===== config.mk =====
export PLATFORM = sky130hd
export DESIGN_NAME = rational_fraction_alu
export DESIGN_NICKNAME = d
export VERILOG_FILES = /design/src/sv/rfa_pkg.sv /design/src/sv/rfa_div.sv /design/src/sv/rational_fraction_alu.sv
export SDC_FILE = /design/constraint.sdc
export NUM_CORES = 2
export LEC_CHECK = 0
export ABC_CLOCK_PERIOD_IN_PS = 23700
export BUFFER_PORTS_ARGS = -buffer_cell sky130_fd_sc_hd__buf_2
export CELL_PAD_IN_SITES_DETAIL_PLACEMENT = 2
export CELL_PAD_IN_SITES_GLOBAL_PLACEMENT = 2
export CORE_MARGIN = 5
export CORE_UTILIZATION = 45
export CTS_CLUSTER_DIAMETER = 80
export DETAILED_ROUTE_END_ITERATION = 8
export PLACE_DENSITY_LB_ADDON = 0.1
export SYNTH_ARGS = -nofsm -noshare
export SYNTH_HDL_FRONTEND = slang
export SYNTH_SLANG_ARGS = --single-unit

===== constraint.sdc =====
create_clock -name clk -period 23.7 [get_ports clk]
set_clock_uncertainty 0.05 [all_clocks]
set_input_delay 3.555 -clock clk [delete_from_list [all_inputs] [get_ports clk]]
set_output_delay 3.555 -clock clk [all_outputs]
set_load 0.005 [all_outputs]

===== src/sv/rfa_pkg.sv =====
// Package for the rational fraction ALU: widths, opcodes and status codes.
package rfa_pkg;
    localparam int DEF_WIDTH = 16;
    localparam int FLD_W = 16;
    localparam int NUM_W = 33;
    localparam int DEN_W = 31;

    typedef enum logic [1:0] {
        OP_ADD = 2'd0,
        OP_SUB = 2'd1,
        OP_MUL = 2'd2,
        OP_DIV = 2'd3
    } op_t;

    typedef enum logic [1:0] {
        ST_OK      = 2'd0,
        ST_DIVZERO = 2'd1,
        ST_DENZERO = 2'd2
    } status_t;

    // command and status between the sequencer and the divider
    typedef struct packed {
        logic start;
        logic busy;
        logic done;
    } div_ctl_t;
endpackage


===== src/sv/rfa_div.sv =====
// Restoring divider, one quotient bit per cycle, shared by the sequencer.
module rfa_div
    import rfa_pkg::*;
#(
    parameter int W = 34
)
(
    input  logic         clk,
    input  logic         rst_n,
    input  logic         start,
    input  logic [W-1:0] dividend,
    input  logic [W-1:0] divisor,
    output div_ctl_t     ctl,
    output logic [W-1:0] quotient,
    output logic [W-1:0] remainder
);
    localparam int CW = $clog2(W + 1);

    logic [W-1:0]  q_reg, q_next;
    logic [W-1:0]  r_reg, r_next;
    logic [W-1:0]  d_reg, d_next;
    logic [CW-1:0] cnt_reg, cnt_next;
    logic          busy_reg, busy_next;
    logic          done_reg, done_next;
    logic [W:0]    trial;

    always_comb
    begin
        q_next    = q_reg;
        r_next    = r_reg;
        d_next    = d_reg;
        cnt_next  = cnt_reg;
        busy_next = busy_reg;
        done_next = 1'b0;
        trial     = {r_reg, q_reg[W-1]};
        if (start)
        begin
            q_next    = dividend;
            r_next    = '0;
            d_next    = divisor;
            cnt_next  = CW'(W);
            busy_next = 1'b1;
        end
        else if (busy_reg)
        begin
            if (trial >= {1'b0, d_reg})
            begin
                r_next = W'(trial - {1'b0, d_reg});
                q_next = {q_reg[W-2:0], 1'b1};
            end
            else
            begin
                r_next = trial[W-1:0];
                q_next = {q_reg[W-2:0], 1'b0};
            end
            cnt_next = cnt_reg - 1'b1;
            if (cnt_reg == CW'(1))
            begin
                busy_next = 1'b0;
                done_next = 1'b1;
            end
        end
    end

    always_ff @(posedge clk or negedge rst_n)
    begin
        if (!rst_n)
        begin
            busy_reg <= 1'b0;
            done_reg <= 1'b0;
            cnt_reg  <= '0;
        end
        else
        begin
            busy_reg <= busy_next;
            done_reg <= done_next;
            cnt_reg  <= cnt_next;
        end
    end

    always_ff @(posedge clk)
    begin
        q_reg <= q_next;
        r_reg <= r_next;
        d_reg <= d_next;
    end

    assign ctl       = '{start: start, busy: busy_reg, done: done_reg};
    assign quotient  = q_reg;
    assign remainder = r_reg;
endmodule


===== src/sv/rational_fraction_alu.sv =====
// Rational fraction ALU: cross-multiply, Euclid gcd, reduce and normalise sign.
// Sequence: two or three multiply steps, then (k+2) divider runs for a gcd of k remainder
// steps (gcd, then numerator and denominator quotients), plus control states.
// Flow: one word at a time; s_tready is high only when idle and no result waits.
// The shared bit-serial divider dominates the run time. Error cases go straight to the result.
// Reset: rst_n asynchronous, active low, returns the sequencer to idle.
module rational_fraction_alu
    import rfa_pkg::*;
#(
    parameter int WIDTH = DEF_WIDTH
)
(
    input  logic        clk,
    input  logic        rst_n,
    input  logic        s_tvalid,
    output logic        s_tready,
    input  logic [63:0] s_tdata,   // a_num, a_den, b_num, b_den (16 bits each)
    input  logic [1:0]  s_tuser,   // req_type
    output logic        m_tvalid,
    input  logic        m_tready,
    output logic [63:0] m_tdata,   // res_num (33), res_den (31)
    output logic [1:0]  m_tuser    // status
);
    localparam int PW = 2 * WIDTH;
    localparam int MW = PW + 2;

    typedef enum logic [3:0] {
        S_IDLE, S_MUL1, S_MUL2, S_MUL3, S_GSTART, S_GWAIT,
        S_NSTART, S_NWAIT, S_DSTART, S_DWAIT, S_OUT
    } state_t;

    state_t          state_reg;
    logic [1:0]      op_reg;
    logic            an_s, ad_s, bn_s, bd_s;
    logic [WIDTH:0]  an_m, ad_m, bn_m, bd_m;
    logic [WIDTH:0]  ma_reg, mb_reg;
    logic [PW+1:0]   prod;
    logic [PW+1:0]   p1_reg;
    logic            p1n_reg;
    logic [MW-1:0]   num_reg, den_reg, gx_reg, gy_reg, nq_reg;
    logic            numn_reg, denn_reg;
    logic            dv_start;
    logic [MW-1:0]   dv_a, dv_b, dv_q, dv_r;
    div_ctl_t        dv_ctl;
    logic [NUM_W-1:0] rn_reg;
    logic [DEN_W-1:0] rd_reg;
    logic [1:0]      st_reg;
    logic [NUM_W-1:0] negn;
    logic [PW+1:0]   t1, t2;
    logic            n1, n2, sgn;
    logic [MW-1:0]   sum_mag;
    logic            sum_neg;

    function automatic logic [WIDTH:0] fmag(input logic [FLD_W-1:0] f);
        logic [WIDTH-1:0] v;
        v = WIDTH'(f);
        fmag = v[WIDTH-1] ? ((WIDTH+1)'(1) << WIDTH) - {1'b0, v} : {1'b0, v};
    endfunction

    function automatic logic fneg(input logic [FLD_W-1:0] f);
        logic [WIDTH-1:0] v;
        v = WIDTH'(f);
        fneg = v[WIDTH-1];
    endfunction

    assign an_s = fneg(s_tdata[FLD_W-1:0]);
    assign ad_s = fneg(s_tdata[2*FLD_W-1:FLD_W]);
    assign bn_s = fneg(s_tdata[3*FLD_W-1:2*FLD_W]);
    assign bd_s = fneg(s_tdata[4*FLD_W-1:3*FLD_W]);
    assign an_m = fmag(s_tdata[FLD_W-1:0]);
    assign ad_m = fmag(s_tdata[2*FLD_W-1:FLD_W]);
    assign bn_m = fmag(s_tdata[3*FLD_W-1:2*FLD_W]);
    assign bd_m = fmag(s_tdata[4*FLD_W-1:3*FLD_W]);

    // operand magnitudes and signs held across the multiply steps
    logic [WIDTH:0] ad_r, bn_r, bd_r;
    logic           ans_r, ads_r, bns_r, bds_r;

    assign prod = ma_reg * mb_reg;

    assign dv_a = (state_reg == S_NSTART) ? num_reg :
                  (state_reg == S_DSTART) ? den_reg : gx_reg;
    assign dv_b = gx_reg;
    // no divider run once the remainder has reached zero
    assign dv_start = ((state_reg == S_GSTART) && (gy_reg != '0)) ||
                      (state_reg == S_NSTART) || (state_reg == S_DSTART);

    rfa_div #(.W(MW)) u_div (
        .clk       (clk),
        .rst_n     (rst_n),
        .start     (dv_start),
        .dividend  ((state_reg == S_GSTART) ? gx_reg : dv_a),
        .divisor   ((state_reg == S_GSTART) ? gy_reg : dv_b),
        .ctl       (dv_ctl),
        .quotient  (dv_q),
        .remainder (dv_r)
    );

    // signed combine of the first and second cross products, and sign of the reduced numerator
    always_comb
    begin
        t1 = p1_reg;
        n1 = p1n_reg;
        t2 = prod;
        n2 = (prod != '0) && ((bns_r ^ ads_r) ^ (op_reg == OP_SUB));
        if (n1 == n2)
        begin
            sum_mag = MW'(t1) + MW'(t2);
            sum_neg = n1;
        end
        else if (t1 >= t2)
        begin
            sum_mag = MW'(t1 - t2);
            sum_neg = n1;
        end
        else
        begin
            sum_mag = MW'(t2 - t1);
            sum_neg = n2;
        end
        if (sum_mag == '0)
            sum_neg = 1'b0;
        sgn  = (nq_reg != '0) && (numn_reg != denn_reg);
        negn = sgn ? NUM_W'(0) - NUM_W'(nq_reg) : NUM_W'(nq_reg);
    end

    always_ff @(posedge clk or negedge rst_n)
    begin
        if (!rst_n)
        begin
            state_reg <= S_IDLE;
        end
        else
        begin
            unique case (state_reg)
                S_IDLE:
                begin
                    if (s_tvalid)
                    begin
                        op_reg <= s_tuser;
                        ad_r <= ad_m; bn_r <= bn_m; bd_r <= bd_m;
                        ans_r <= an_s; ads_r <= ad_s; bns_r <= bn_s; bds_r <= bd_s;
                        if (ad_m == '0 || bd_m == '0)
                        begin
                            rn_reg <= '0; rd_reg <= '0; st_reg <= ST_DENZERO;
                            state_reg <= S_OUT;
                        end
                        else if (s_tuser == OP_DIV && bn_m == '0)
                        begin
                            rn_reg <= '0; rd_reg <= '0; st_reg <= ST_DIVZERO;
                            state_reg <= S_OUT;
                        end
                        else
                        begin
                            ma_reg <= an_m;
                            mb_reg <= (s_tuser == OP_MUL) ? bn_m : bd_m;
                            state_reg <= S_MUL1;
                        end
                    end
                end
                S_MUL1:
                begin
                    // first product: an*bd, or an*bn for multiply
                    p1_reg  <= prod;
                    p1n_reg <= (prod != '0) &&
                               (ans_r ^ ((op_reg == OP_MUL) ? bns_r : bds_r));
                    ma_reg <= (op_reg == OP_ADD || op_reg == OP_SUB) ? bn_r : ad_r;
                    mb_reg <= (op_reg == OP_ADD || op_reg == OP_SUB) ? ad_r :
                              (op_reg == OP_DIV) ? bn_r : bd_r;
                    state_reg <= S_MUL2;
                end
                S_MUL2:
                begin
                    if (op_reg == OP_ADD || op_reg == OP_SUB)
                    begin
                        num_reg  <= sum_mag;
                        numn_reg <= sum_neg;
                        ma_reg   <= ad_r;
                        mb_reg   <= bd_r;
                        state_reg <= S_MUL3;
                    end
                    else
                    begin
                        num_reg  <= MW'(p1_reg);
                        numn_reg <= p1n_reg;
                        den_reg  <= MW'(prod);
                        denn_reg <= ads_r ^ ((op_reg == OP_DIV) ? bns_r : bds_r);
                        gx_reg   <= MW'(p1_reg);
                        gy_reg   <= MW'(prod);
                        state_reg <= S_GSTART;
                    end
                end
                S_MUL3:
                begin
                    den_reg  <= MW'(prod);
                    denn_reg <= ads_r ^ bds_r;
                    gx_reg   <= num_reg;
                    gy_reg   <= MW'(prod);
                    state_reg <= S_GSTART;
                end
                S_GSTART:
                begin
                    if (gy_reg == '0)
                    begin
                        if (gx_reg == '0)
                            gx_reg <= MW'(1);
                        state_reg <= S_NSTART;
                    end
                    else
                        state_reg <= S_GWAIT;
                end
                S_GWAIT:
                begin
                    if (dv_ctl.done)
                    begin
                        gx_reg <= gy_reg;
                        gy_reg <= dv_r;
                        state_reg <= S_GSTART;
                    end
                end
                S_NSTART:
                    state_reg <= S_NWAIT;
                S_NWAIT:
                begin
                    if (dv_ctl.done)
                    begin
                        nq_reg <= dv_q;
                        state_reg <= S_DSTART;
                    end
                end
                S_DSTART:
                    state_reg <= S_DWAIT;
                S_DWAIT:
                begin
                    if (dv_ctl.done)
                    begin
                        rn_reg <= negn;
                        rd_reg <= (nq_reg == '0) ? DEN_W'(1) : DEN_W'(dv_q);
                        st_reg <= ST_OK;
                        state_reg <= S_OUT;
                    end
                end
                S_OUT:
                begin
                    if (m_tready)
                        state_reg <= S_IDLE;
                end
                default:
                    state_reg <= S_IDLE;
            endcase
        end
    end

    assign s_tready = (state_reg == S_IDLE);
    assign m_tvalid = (state_reg == S_OUT);
    assign m_tdata  = {rd_reg, rn_reg};
    assign m_tuser  = st_reg;

    a_no_overlap: assert property (@(posedge clk) disable iff (!rst_n)
        !(s_tready && m_tvalid))
        else $error("input taken while a result waits");
    a_div_idle_start: assert property (@(posedge clk) disable iff (!rst_n)
        dv_start |-> !dv_ctl.busy)
        else $error("divider restarted while busy");
    a_ok_den: assert property (@(posedge clk) disable iff (!rst_n)
        (m_tvalid && m_tuser == ST_OK) |-> (m_tdata[63:33] != '0))
        else $error("ok result with zero denominator");
    a_out_hold: assert property (@(posedge clk) disable iff (!rst_n)
        (m_tvalid && !m_tready) |=> (m_tvalid && $stable(m_tdata)))
        else $error("result dropped while stalled");
endmodule

==> impl_results.md <==
* DRT Pass-1 Iters at 5
* Worst hold slack at 0.440 ns
* CTS sink cnt at about 480
* CTS Buf Count at 55
* Compound-Gate Fraction of Synth Area at 14.9%
* Quantity of gates resized following cts at 0
* R2r setup slk at about 11 ns
* Crit-path max FO at 17
* Vias in the first global route at about 37,000
* Initial antenna violation count at 17
* IO Count at between 100 and 150
* Post-CTS setup buffers at 0
* Port Buffers at 137
* Nets at ~4,800
* DR iter-0 viols at 3,773
* Die X-Extent at roughly 310 um
* Simple-gate area share of the yosys netlist at approximately 16%
* Post-Synth XOR/XNOR Area at around 3.6%
* Worst Max-Slew Pin Slew at ~1.2 ns
* CP Launch Type: flip-flop
* TNS Setup at 0 ns
* Synth area leaders: edfxtp_1, fa_1, ha_1
* Initial core utilization at 45.3%
* FF+latch area at around 14,000 um2
* CTS tree: built
* Status: finished, final reports clean
* Wirelength per Cell at around 32 um
* First-pass GRT wire length at roughly 260 mm
* Clock slew at reported path FFs at 0.07 ns
* Max Clk Rate at between 70 and 80 MHz
* Post-synthesis mux area share at between 3 and 4%
* Final period utilization at 54.8%
* Synth top area share at approximately 33%
* Setup crit start: mb_reg[8]
* Share of cells above drive strength 1 at around a tenth
* Syn_area_per_cell at between 9 and 10 um2
* P&R area growth vs syn at 9.90%
* Clock root cell: clkbuf_16
* Hold Crit Class: reg -> reg
* Crit path kind: reg -> reg
* CP peak stage delay at between 0.9 and 1 ns
* Final setup fails at 0
* Unrepaired setup endpoints after global routing: no
* Total core area at between 80,000 and 90,000 um2
* CP Capture Point: numn_reg
* Synth async-reset ratio at under 10%
* Via count at approximately 34,000
* Via/cell ratio at 6.37
* Max-Cap Viols at 0
* CTS H-tree depth at 2
* Worst EP arrival at 13.29 ns
* Worst r2r path cells at 36
* Leading area contributor after synthesis: edfxtp_1
* Synth Flop Type: edfxtp_1
* Total grt overflow at 0
* Fillers at between 9,000 and 10,000
* Adder-Cell Fraction of Synth Area at a little under 20%
* Worst path slowest cell: edfxtp_1
* Footprint of the multi-input gates at 22,900 um2
* Final ANT Viol Nets at 0
* Cells after Synth at around 4,100
* Count leader, synth: inv_1
* Critical Path Most Common Cell: inv_1
* Register area share after synthesis at around 36%
* Post-synth EDFFs at between 400 and 500
* Post-DP HPWL at ~130 mm
* Worst EP required at approximately 24 ns
* Fin crit period at 12.98 ns
* Global Route Usage Sum at between 30% and 40%
* Slew Viols, Final at 0
* Die Y-Extent at a little over 300 um
* Routed Wire Length at between 150 and 200 mm
* Fin. Hold Viols at 0
* Main combinational cell family by area after synthesis: adder cells
* Yosys warnings at 0
* Synth cell count leaders: inv_1, nand2_1, edfxtp_1
* Residual DRC count at 0
* Hold-fix buffers, CTS at 0
* Worst-skew pair later-pin latency at just under 0.7 ns
* Mapped Area at 39,300 um2
* Crit end category: flip-flop
* Reg-to-Reg Start: mb_reg[8]
* Die area at slightly above 90,000 um2
* Distinct cells, synth at 98
* Slew Limit Headroom at between 10% and 20%
* Reg2reg end: numn_reg
* Layout Utilization at roughly half
* Final GP Congestion at roughly 0.90
* Clock Tree Buf Depth at 3
* Rows at about 110
* Pin count of the biggest net entering global routing at 67
* #FFs+latches synth at approximately 480
-- how the worst min path moves through the flow --
| stage | from | to | slack (ns) | depth (start not counted) |
|---|---|---|---|---|
| finish | u_div.quotient[10] | nq_reg[10] | 0.44 | 0 |
| floorplan | u_div.quotient[31] | nq_reg[31] | 0.37 | 0 |
| detailed placement | u_div.quotient[10] | nq_reg[10] | 0.41 | 0 |
| global route | u_div.quotient[10] | nq_reg[10] | 0.45 | 0 |
| global placement | u_div.quotient[33] | nq_reg[33] | 0.40 | 0 |
| CTS | u_div.quotient[10] | nq_reg[10] | 0.44 | 0 |
-- critical path, delay by kind of cell (launching register included) --
| kind | cells | cell delay (ns) |
|---|---|---|
| muxes | 1 | 0.25 |
| AOI/OAI and AO/OA | 11 | 3.52 |
| DFF | 1 | 0.91 |
| and+or+nand+nor | 9 | 3.25 |
| buffers and inverters | 7 | 0.70 |
| adders and majority gates | 8 | 3.97 |
-- metal layers --
metal	wire, um	track usage, %	up-vias
li1	-	-	14500
met1	70200	47.7	17800
met2	80000	58.3	1681
met3	13600	6.49	449
met4	8400	14.3	8
met5	57	0	-
-- stage by stage --
step / cells / area, um2 / setup slack (ns)
floorplan: 4136 / 39300 / 13.74
global placement: 5301 / 41300 / 11.69
detailed placement: 5301 / 41300 / 11.30
CTS: 5405 / 43200 / 10.99
global route: 5405 / 43200 / 10.28
finish: 5409 / 43200 / 10.72
-- cells in the final DEF, fill, tap and decap left out, types with 13 or more instances in the layout --
master     instances
a211oi_1          61
a21o_1            63
a21oi_1          243
a22oi_1           28
a31oi_1           48
and2_1           165
and3_1            17
buf_2            137
buf_4             60
clkbuf_1          13
clkbuf_16         55
dfxtp_1           34
edfxtp_1         432
fa_1             228
ha_1             249
inv_1            478
mux2_2            44
mux2i_1          103
nand2_1          442
nand2b_1          39
nand3_1           55
nand4_1           32
nor2_1           222
nor2b_1           62
nor3_1            62
nor4_1            49
o211ai_1          16
o21a_1            17
o21ai_0          241
o21bai_1          30
o31ai_1           29
o41ai_1           17
or2_2             20
or3_1             23
or4_1             29
xnor2_1           84
xor2_1            73
-- cell families after synthesis --
| family | after synthesis |
|---|---|
| AOI/OAI and AO/OA | 920 |
| xor gates and xnor gates | 160 |
| adders and majority gates | 477 |
| buffers and inverters | 672 |
| DFF | 478 |
| muxes | 147 |
| other | 1 |
| and+or+nand+nor | 1279 |
-- final cells by class --
type / instances / area share [%]
diodes: 4 / 0.0232
clock inverters: 33 / 0.994
clock buffers: 71 / 3.40
inverters: 485 / 4.22
flip-flops and latches: 478 / 32.3
well taps: 1155 / 3.35
repair buffers: 197 / 2.63
multi-input cells: 2986 / 53.1
Power is left out: the tool's default activity adds up to more than one toggle a clock period on the data nets, which glitch-free logic cannot reach.
